<file path="src/rtl/core/ttcw_pkg.sv">
`timescale 1ns / 1ps

package ttcw_pkg;

  localparam int COLUMNS   = 80;
  localparam int CELLS     = 2000;
  localparam int ROW_LIMIT = 127;

  localparam logic [7:0] TAB_STEP   = 8'd4;
  localparam logic [7:0] BLANK_CHAR = 8'h20;

  localparam logic [7:0] COLS_W     = 8'(COLUMNS);
  localparam logic [6:0] COL_LAST   = 7'(COLUMNS - 1);
  localparam logic [6:0] ROW_MAX    = 7'(ROW_LIMIT);
  localparam logic [14:0] CELLS_W   = 15'(CELLS);

  localparam logic [7:0] RST_BACKSPACE = 8'd8;
  localparam logic [7:0] RST_RETURN    = 8'd10;
  localparam logic [7:0] RST_TAB       = 8'd9;

  typedef enum logic [1:0] {
    REG_BACKSPACE = 2'd0,
    REG_RETURN    = 2'd1,
    REG_TAB       = 2'd2
  } reg_idx_t;

  typedef enum logic {
    FUNC_PUT_CHAR = 1'b0,
    FUNC_SET_POS  = 1'b1
  } func_t;

  typedef struct packed {
    logic [7:0] backspace;
    logic [7:0] ret;
    logic [7:0] tab;
  } codes_t;

  typedef struct packed {
    logic [6:0] col;
    logic [6:0] row;
  } cursor_t;

  typedef struct packed {
    logic        we;
    logic [13:0] idx;
    logic [7:0]  chr;
    logic [13:0] pos;
  } result_t;

  // row * COLUMNS + col, kept to 14 bits
  function automatic logic [13:0] linear_idx(input logic [6:0] col, input logic [6:0] row);
    logic [14:0] prod;
    prod = {8'b0, row} * 15'(COLUMNS) + {8'b0, col};
    return prod[13:0];
  endfunction

endpackage

</file>
<file path="src/rtl/core/text_terminal_cursor_writer.sv">
`timescale 1ns / 1ps

// channel | direction | tdata fields (low bit up)                          | tuser
// in_     | slave     | ch[7:0] new_col[14:8] new_row[21:15] pad[23:22]    | func
// out_    | master    | cell_index[13:0] cell_char[21:14] cursor_pos[35:22] | write_enable
// cfg_    | slave     | cfg_index selects register, cfg_data is the value   | -
//
// one item per cycle sustained while out_tready stays high; an item passes from in_ accept to out_ valid
// through the input register, then the cursor update into the result register
// the cursor column and row live in one register updated as an item moves to the output
// rst_n clears the cursor to column 0, row 1 and restores the default control codes
// a stalled out_tready holds the result register and the staged item; in_tready drops
// only when both are full

module text_terminal_cursor_writer import ttcw_pkg::*; (
  input  logic        clk,
  input  logic        rst_n,

  input  logic        in_tvalid,
  output logic        in_tready,
  input  logic [23:0] in_tdata,   // ch, new_col, new_row, zero pad
  input  logic        in_tuser,   // func

  output logic        out_tvalid,
  input  logic        out_tready,
  output logic [39:0] out_tdata,  // cell_index, cell_char, cursor_pos, zero pad
  output logic        out_tuser,  // write_enable

  input  logic        cfg_valid,
  output logic        cfg_ready,
  input  logic [1:0]  cfg_index,
  input  logic [7:0]  cfg_data
);

  codes_t     codes;
  cursor_t    cur_r;
  cursor_t    cur_nxt;
  result_t    res_nxt;
  result_t    out_res_r;
  logic       out_v_r;
  logic       s1_v_r;
  logic       s1_func_r;
  logic [7:0] s1_ch_r;
  logic [6:0] s1_col_r;
  logic [6:0] s1_row_r;
  logic       adv;
  logic       in_fire;

  assign cfg_ready = 1'b1;

  ttcw_cfg_regs u_cfg (
    .clk      (clk),
    .rst_n    (rst_n),
    .wr_en    (cfg_valid && cfg_ready),
    .wr_index (cfg_index),
    .wr_data  (cfg_data),
    .codes    (codes)
  );

  ttcw_cursor_step u_step (
    .cur     (cur_r),
    .func    (s1_func_r),
    .ch      (s1_ch_r),
    .new_col (s1_col_r),
    .new_row (s1_row_r),
    .codes   (codes),
    .nxt     (cur_nxt),
    .res     (res_nxt)
  );

  assign adv       = s1_v_r && (!out_v_r || out_tready);
  assign in_tready = !s1_v_r || adv;
  assign in_fire   = in_tvalid && in_tready;

  always_ff @(posedge clk) begin
    if (!rst_n) begin
      s1_v_r  <= 1'b0;
      out_v_r <= 1'b0;
      cur_r   <= '{col: 7'd0, row: 7'd1};
    end else begin
      if (in_fire) begin
        s1_v_r <= 1'b1;
      end else if (adv) begin
        s1_v_r <= 1'b0;
      end
      if (adv) begin
        out_v_r <= 1'b1;
        cur_r   <= cur_nxt;
      end else if (out_tready) begin
        out_v_r <= 1'b0;
      end
    end
  end

  always_ff @(posedge clk) begin
    if (in_fire) begin
      s1_func_r <= in_tuser;
      s1_ch_r   <= in_tdata[7:0];
      s1_col_r  <= in_tdata[14:8];
      s1_row_r  <= in_tdata[21:15];
    end
    if (adv) begin
      out_res_r <= res_nxt;
    end
  end

  assign out_tvalid = out_v_r;
  assign out_tuser  = out_res_r.we;
  assign out_tdata  = {4'b0, out_res_r.pos, out_res_r.chr, out_res_r.idx};

  a_col_range: assert property (@(posedge clk) disable iff (!rst_n)
    {1'b0, cur_r.col} < COLS_W)
    else $error("cursor column out of range");

  a_row_range: assert property (@(posedge clk) disable iff (!rst_n)
    cur_r.row <= ROW_MAX)
    else $error("cursor row above limit");

  a_no_write_zero: assert property (@(posedge clk) disable iff (!rst_n)
    (out_v_r && !out_res_r.we) |-> (out_res_r.idx == 14'd0 && out_res_r.chr == 8'd0))
    else $error("dropped write carries nonzero cell fields");

  a_stall_holds_cursor: assert property (@(posedge clk) disable iff (!rst_n)
    (s1_v_r && out_v_r && !out_tready) |=> $stable(cur_r))
    else $error("cursor moved while output stalled");

endmodule

</file>
<file path="src/rtl/core/ttcw_cfg_regs.sv">
`timescale 1ns / 1ps

module ttcw_cfg_regs import ttcw_pkg::*; (
  input  logic       clk,
  input  logic       rst_n,
  input  logic       wr_en,
  input  logic [1:0] wr_index,
  input  logic [7:0] wr_data,
  output codes_t     codes
);

  codes_t codes_r;

  always_ff @(posedge clk) begin
    if (!rst_n) begin
      codes_r.backspace <= RST_BACKSPACE;
      codes_r.ret       <= RST_RETURN;
      codes_r.tab       <= RST_TAB;
    end else if (wr_en) begin
      unique case (wr_index)
        REG_BACKSPACE: codes_r.backspace <= wr_data;
        REG_RETURN:    codes_r.ret       <= wr_data;
        REG_TAB:       codes_r.tab       <= wr_data;
        default: ;
      endcase
    end
  end

  assign codes = codes_r;

endmodule

</file>
<file path="src/rtl/core/ttcw_cursor_step.sv">
`timescale 1ns / 1ps

module ttcw_cursor_step import ttcw_pkg::*; (
  input  cursor_t    cur,
  input  logic       func,
  input  logic [7:0] ch,
  input  logic [6:0] new_col,
  input  logic [6:0] new_row,
  input  codes_t     codes,
  output cursor_t    nxt,
  output result_t    res
);

  logic [7:0] col_inc;
  logic [7:0] col_tab;
  logic [6:0] row_adv;
  logic       wr;
  logic [6:0] wr_col;
  logic [6:0] wr_row;
  logic [7:0] wr_char;
  logic [13:0] wr_idx;
  logic       wr_ok;

  always_comb begin
    col_inc = {1'b0, cur.col} + 8'd1;
    col_tab = {1'b0, cur.col} + TAB_STEP;
    row_adv = (cur.row >= ROW_MAX) ? ROW_MAX : cur.row + 7'd1;

    nxt     = cur;
    wr      = 1'b0;
    wr_col  = cur.col;
    wr_row  = cur.row;
    wr_char = ch;

    priority if (func == FUNC_SET_POS) begin
      nxt.col = ({1'b0, new_col} >= COLS_W) ? COL_LAST : new_col;
      nxt.row = (new_row > ROW_MAX) ? ROW_MAX : new_row;
    end else if (ch == codes.backspace) begin
      // step back, wrapping to the end of the previous line; origin stays put
      if (cur.col != 7'd0) begin
        nxt.col = cur.col - 7'd1;
      end else if (cur.row != 7'd0) begin
        nxt.col = COL_LAST;
        nxt.row = cur.row - 7'd1;
      end
      wr      = 1'b1;
      wr_col  = nxt.col;
      wr_row  = nxt.row;
      wr_char = BLANK_CHAR;
    end else if (ch == codes.ret) begin
      nxt.col = 7'd0;
      nxt.row = row_adv;
    end else if (ch == codes.tab) begin
      if (col_tab >= COLS_W) begin
        nxt.col = 7'(col_tab - COLS_W);
        nxt.row = row_adv;
      end else begin
        nxt.col = col_tab[6:0];
      end
    end else begin
      wr = 1'b1;
      if (col_inc >= COLS_W) begin
        nxt.col = 7'd0;
        nxt.row = row_adv;
      end else begin
        nxt.col = col_inc[6:0];
      end
    end

    wr_idx = linear_idx(wr_col, wr_row);
    // writes past the end of the cell memory are dropped
    wr_ok  = wr && ({1'b0, wr_idx} < CELLS_W);

    res.we  = wr_ok;
    res.idx = wr_ok ? wr_idx : 14'd0;
    res.chr = wr_ok ? wr_char : 8'd0;
    res.pos = linear_idx(nxt.col, nxt.row);
  end

endmodule

</file>
<file path="config.mk">
export PLATFORM = sky130hd
export DESIGN_NAME = text_terminal_cursor_writer
export DESIGN_NICKNAME = d
export VERILOG_FILES = /design/src/rtl/core/ttcw_pkg.sv /design/src/rtl/core/text_terminal_cursor_writer.sv /design/src/rtl/core/ttcw_cfg_regs.sv /design/src/rtl/core/ttcw_cursor_step.sv
export SDC_FILE = /design/constraint.sdc
export NUM_CORES = 1
export LEC_CHECK = 0
export ABC_CLOCK_PERIOD_IN_PS = 9770
export BUFFER_PORTS_ARGS = -buffer_cell sky130_fd_sc_hd__buf_2
export CAP_MARGIN = 0
export CORE_UTILIZATION = 52
export CTS_BUF_LIST = sky130_fd_sc_hd__clkbuf_8 sky130_fd_sc_hd__clkbuf_16
export DETAILED_ROUTE_END_ITERATION = 16
export GPL_TIMING_DRIVEN = 0
export PLACE_DENSITY = 0.84
export SLEW_MARGIN = 20
export SYNTH_ARGS = -nofsm -noshare
export SYNTH_HDL_FRONTEND = slang
export SYNTH_SLANG_ARGS = --single-unit
</file>
<file path="constraint.sdc">
create_clock -name clk -period 9.77 [get_ports clk]
set_clock_uncertainty 0.1 [all_clocks]
set_input_delay 1.954 -clock clk [delete_from_list [all_inputs] [get_ports clk]]
set_output_delay 1.954 -clock clk [all_outputs]
set_load 0.05 [all_outputs]
</file>
==> impl_metrics.tcl <==
set metrics [dict create \
    cts_root_buf "clkbuf_16" \
    drt_wl_total_microns 15300 \
    finalSetupTns_ns 0 \
    utilization_pct 61.4 \
    dp_hpwl_microns 11500 \
    grt.total_usage_pct 24.5 \
    max_slew.worst_pin.slew_ns 1.02 \
    grt_pass1_wl_microns 24800 \
    core_area_sq_um 12100 \
    grt_max_degree 30 \
    drcViolationCount 0 \
    fill_cells 988 \
    dieArea_sq_um 12900 \
    port_buffers 76 \
    regArea_sq_um 2600 \
    ant_nets 0 \
    grt_pass1_vias 5085 \
    avgRoutedWirePerCell_microns 16.3 \
    multi_input_comb_area_sq_um 3640 \
    synth_top_area_share_pct 27.8 \
    die_w_microns 114 \
    via_per_inst 5.79 \
    clk_path_buf_depth 2 \
    ys_types 72 \
    finalCriticalPeriod_ns 6.15 \
    p_clk_share_pct 31.4 \
    start_kind "register" \
    die_h_microns 114 \
    synth_top_area_cell "edfxtp_1" \
    p_leak_nw 3.07 \
    status "finished, final reports clean" \
    internal-power_mw 0.744 \
    cts_tree "built" \
    critPathKind "register to register" \
    num-nets-final 850 \
    crit_slowest_cell "fa_1" \
    cts_setup_buffers 0 \
    syn_to_final_growth_pct 14.2 \
    hold_path_class "register to register" \
    initial_utilization_pct 53.8 \
    post_cts_resized 0 \
    rsz0062_at_grt "false" \
    numCtsBuffers 9 \
    hold_violations 0 \
    power.sequential.fraction_pct 45.0 \
    ys_seq_area_share_pct 40.1 \
    ys_ff_latch 100 \
    crit_top_cell "ha_1" \
    synth.most_common_cell "edfxtp_1" \
    cp.required_ns 9.85 \
    syn-cell-area_sq_um 6480 \
    critical_path.cell_chain "clkbuf_1, clkbuf_1, xor2_1, inv_1, ha_1, a21boi_0, a211o_1, o2bb2ai_1, o21ai_0, nor2b_1, a31oi_1, ha_1, ha_1, fa_1, nand2_1, nor3_1, nand2_1, o41ai_1, a211oi_1, o21ai_0" \
    syn_area_per_cell_sq_um 9.61 \
    rows 40 \
    drt_iter0_markers 587 \
    gr-total-overflow 0 \
    vias 5454 \
    power_frac_comb_pct 23.6 \
    p_per_area_nw_per_um2 147 \
    synth_ff_type "edfxtp_1" \
    ir_drop_v 0.0000941 \
    place_congestion 0.955 \
    p_sw_mw 0.347 \
    clk-insertion-delay-late_ns 0.35 \
    relSlewSlack_pct 31.1 \
    cts_max_level 3 \
    crit_path_end_kind "register" \
    synthTopCellsByArea "edfxtp_1 (28%), dfxtp_1 (12%), ha_1 (7.1%)" \
    cts.sinks 100 \
    antenna_found_initial 0 \
    yosysWarnings 0 \
    netlist_instances 675 \
    postCtsHoldBufs 0 \
    detail_route.first_pass.iterations 5 \
    path_max_fanout 10 \
    layout-drive-gt1-share_pct 17.3 \
    swShare_pct 31.8 \
    crit_arrival_ns 6.23 \
    synth-edff-count 60 \
    post-route-period-util_pct 63.0 \
    async_reset_ff_share_pct 0 \
    setup_viol 0 \
    path_clk_slew_ns 0.07 \
    ios 84 \
    cp_slowest_stage_delay_ns 0.55 \
    yosys-top-cells-count "edfxtp_1 (60), nor2_1 (56), nand2_1 (54), a21oi_1 (46)" \
    antennaDiodeCount 0 \
    maxSlewViolCount 0 \
    fmax_mhz 163 \
    drv_cap 0 \
]
worst paths after layout:
kind | from | endpoint | slack, ns | cells past startpoint
max | cur_r[11] | out_tdata[35] | 3.62 | 20
min | u_cfg.codes[3] | u_cfg.codes[3] | 0.40 | 2
max reg2reg | cur_r[11] | out_tdata[35] | 3.62 | 20
min reg2reg | u_cfg.codes[3] | u_cfg.codes[3] | 0.40 | 2
worst max-delay path: cells and delay by family, from the launching register on:
family,cells,cell delay [ns]
compound gates,8,2.24
flops,1,0.38
fa+ha+maj,4,1.40
simple gates,4,0.79
xor+xnor,1,0.16
buf+inv,3,0.89
layer usage:
layer / part of all wire (%) / global-route usage [%] / vias up
li1: - / - / 2639
met5: 0 / 0 / -
met2: 47 / 39.3 / 233
met1: 44 / 32.4 / 2541
met3: 6.6 / 4.52 / 41
met4: 2.7 / 10.7 / 0
state kept, by name (all words and copies together) (netlist names):
signal,flops
s1_v_r,1
out_tuser,1
s1_ch_r,8
s1_col_r,7
s1_func_r,1
out_tvalid,1
cur_r,14
u_cfg.codes,24
out_tdata,36
s1_row_r,7
cell usage in the layout (no fill, tap or decap), types with 4 or more instances in the layout:
| cell | netlist | final |
|---|---|---|
| buf_4 | 5 | 5 |
| dfxtp_1 | 40 | 40 |
| and2_1 | 7 | 6 |
| and3_1 | 7 | 7 |
| xnor2_1 | 30 | 30 |
| o22ai_1 | 4 | 4 |
| a211oi_1 | 5 | 5 |
| mux2i_1 | 28 | 28 |
| edfxtp_1 | 60 | 60 |
| xor2_1 | 27 | 27 |
| fa_1 | 4 | 4 |
| clkbuf_16 | 0 | 9 |
| buf_2 | 0 | 76 |
| o21ai_0 | 40 | 40 |
| mux2_2 | 4 | 4 |
| nand4_1 | 7 | 7 |
| nand3b_1 | 4 | 4 |
| a21o_1 | 8 | 8 |
| conb_1 | 2 | 8 |
| a31oi_1 | 5 | 5 |
| nor3_1 | 11 | 11 |
| clkbuf_1 | 30 | 29 |
| nand2_1 | 54 | 54 |
| inv_1 | 22 | 22 |
| ha_1 | 37 | 37 |
| nand3_1 | 14 | 14 |
| or3_1 | 4 | 4 |
| a21oi_1 | 46 | 46 |
| nor3_2 | 18 | 18 |
| nor2b_1 | 12 | 12 |
| nor2_1 | 56 | 56 |
| nand2b_1 | 6 | 6 |
| o21a_1 | 8 | 8 |
| nor4_1 | 6 | 6 |
layout make-up:
type                    instances  area share (%)
clock buffers                   9            3.04
clock inverters                 7           0.777
inverters                      22            1.12
repair buffers                 77            5.41
flip-flops and latches        100            35.2
plain buffers                  39            2.45
multi-input cells             520            49.2
well taps                     168            2.84
power by group through the flow:
| stage | registers (mW) | logic (mW) | clock network (mW) |
|---|---|---|---|
| finish | 0.491 | 0.257 | 0.343 |
| global route | 0.493 | 0.279 | 0.368 |
| CTS | 0.491 | 0.255 | 0.348 |
| detailed placement | 0.501 | 0.252 | 0 |
| global placement | 0.501 | 0.246 | 0 |
| floorplan | 0.536 | 0.156 | 0 |
kinds of logic after synthesis:
family / Yosys count / synth area share [%]
flip-flops: 100 / 40.1
adder cells (fa/ha/maj): 41 / 8.37
other: 2 / 0.116
buffers and inverters: 61 / 4.05
AND/OR/NAND/NOR: 223 / 18.7
XOR/XNOR: 57 / 7.70
AO/OA/AOI/OAI: 158 / 15.7
multiplexers: 33 / 5.19
through the flow:
step                      hold slack (ns)  instance area, sq um  total power, mW  instances  setup slack (ns)
after floorplan                     0.362                  6510            0.691        681              4.86
after global placement              0.375                  7100            0.747        925              3.93
after detailed placement            0.387                  7120            0.753        926              3.87
after CTS                           0.405                  7400             1.09        942              3.80
after global routing                0.424                  7400             1.14        942              3.08
final                               0.403                  7400             1.09        942              3.62
Power figures use the tool's default switching activity.
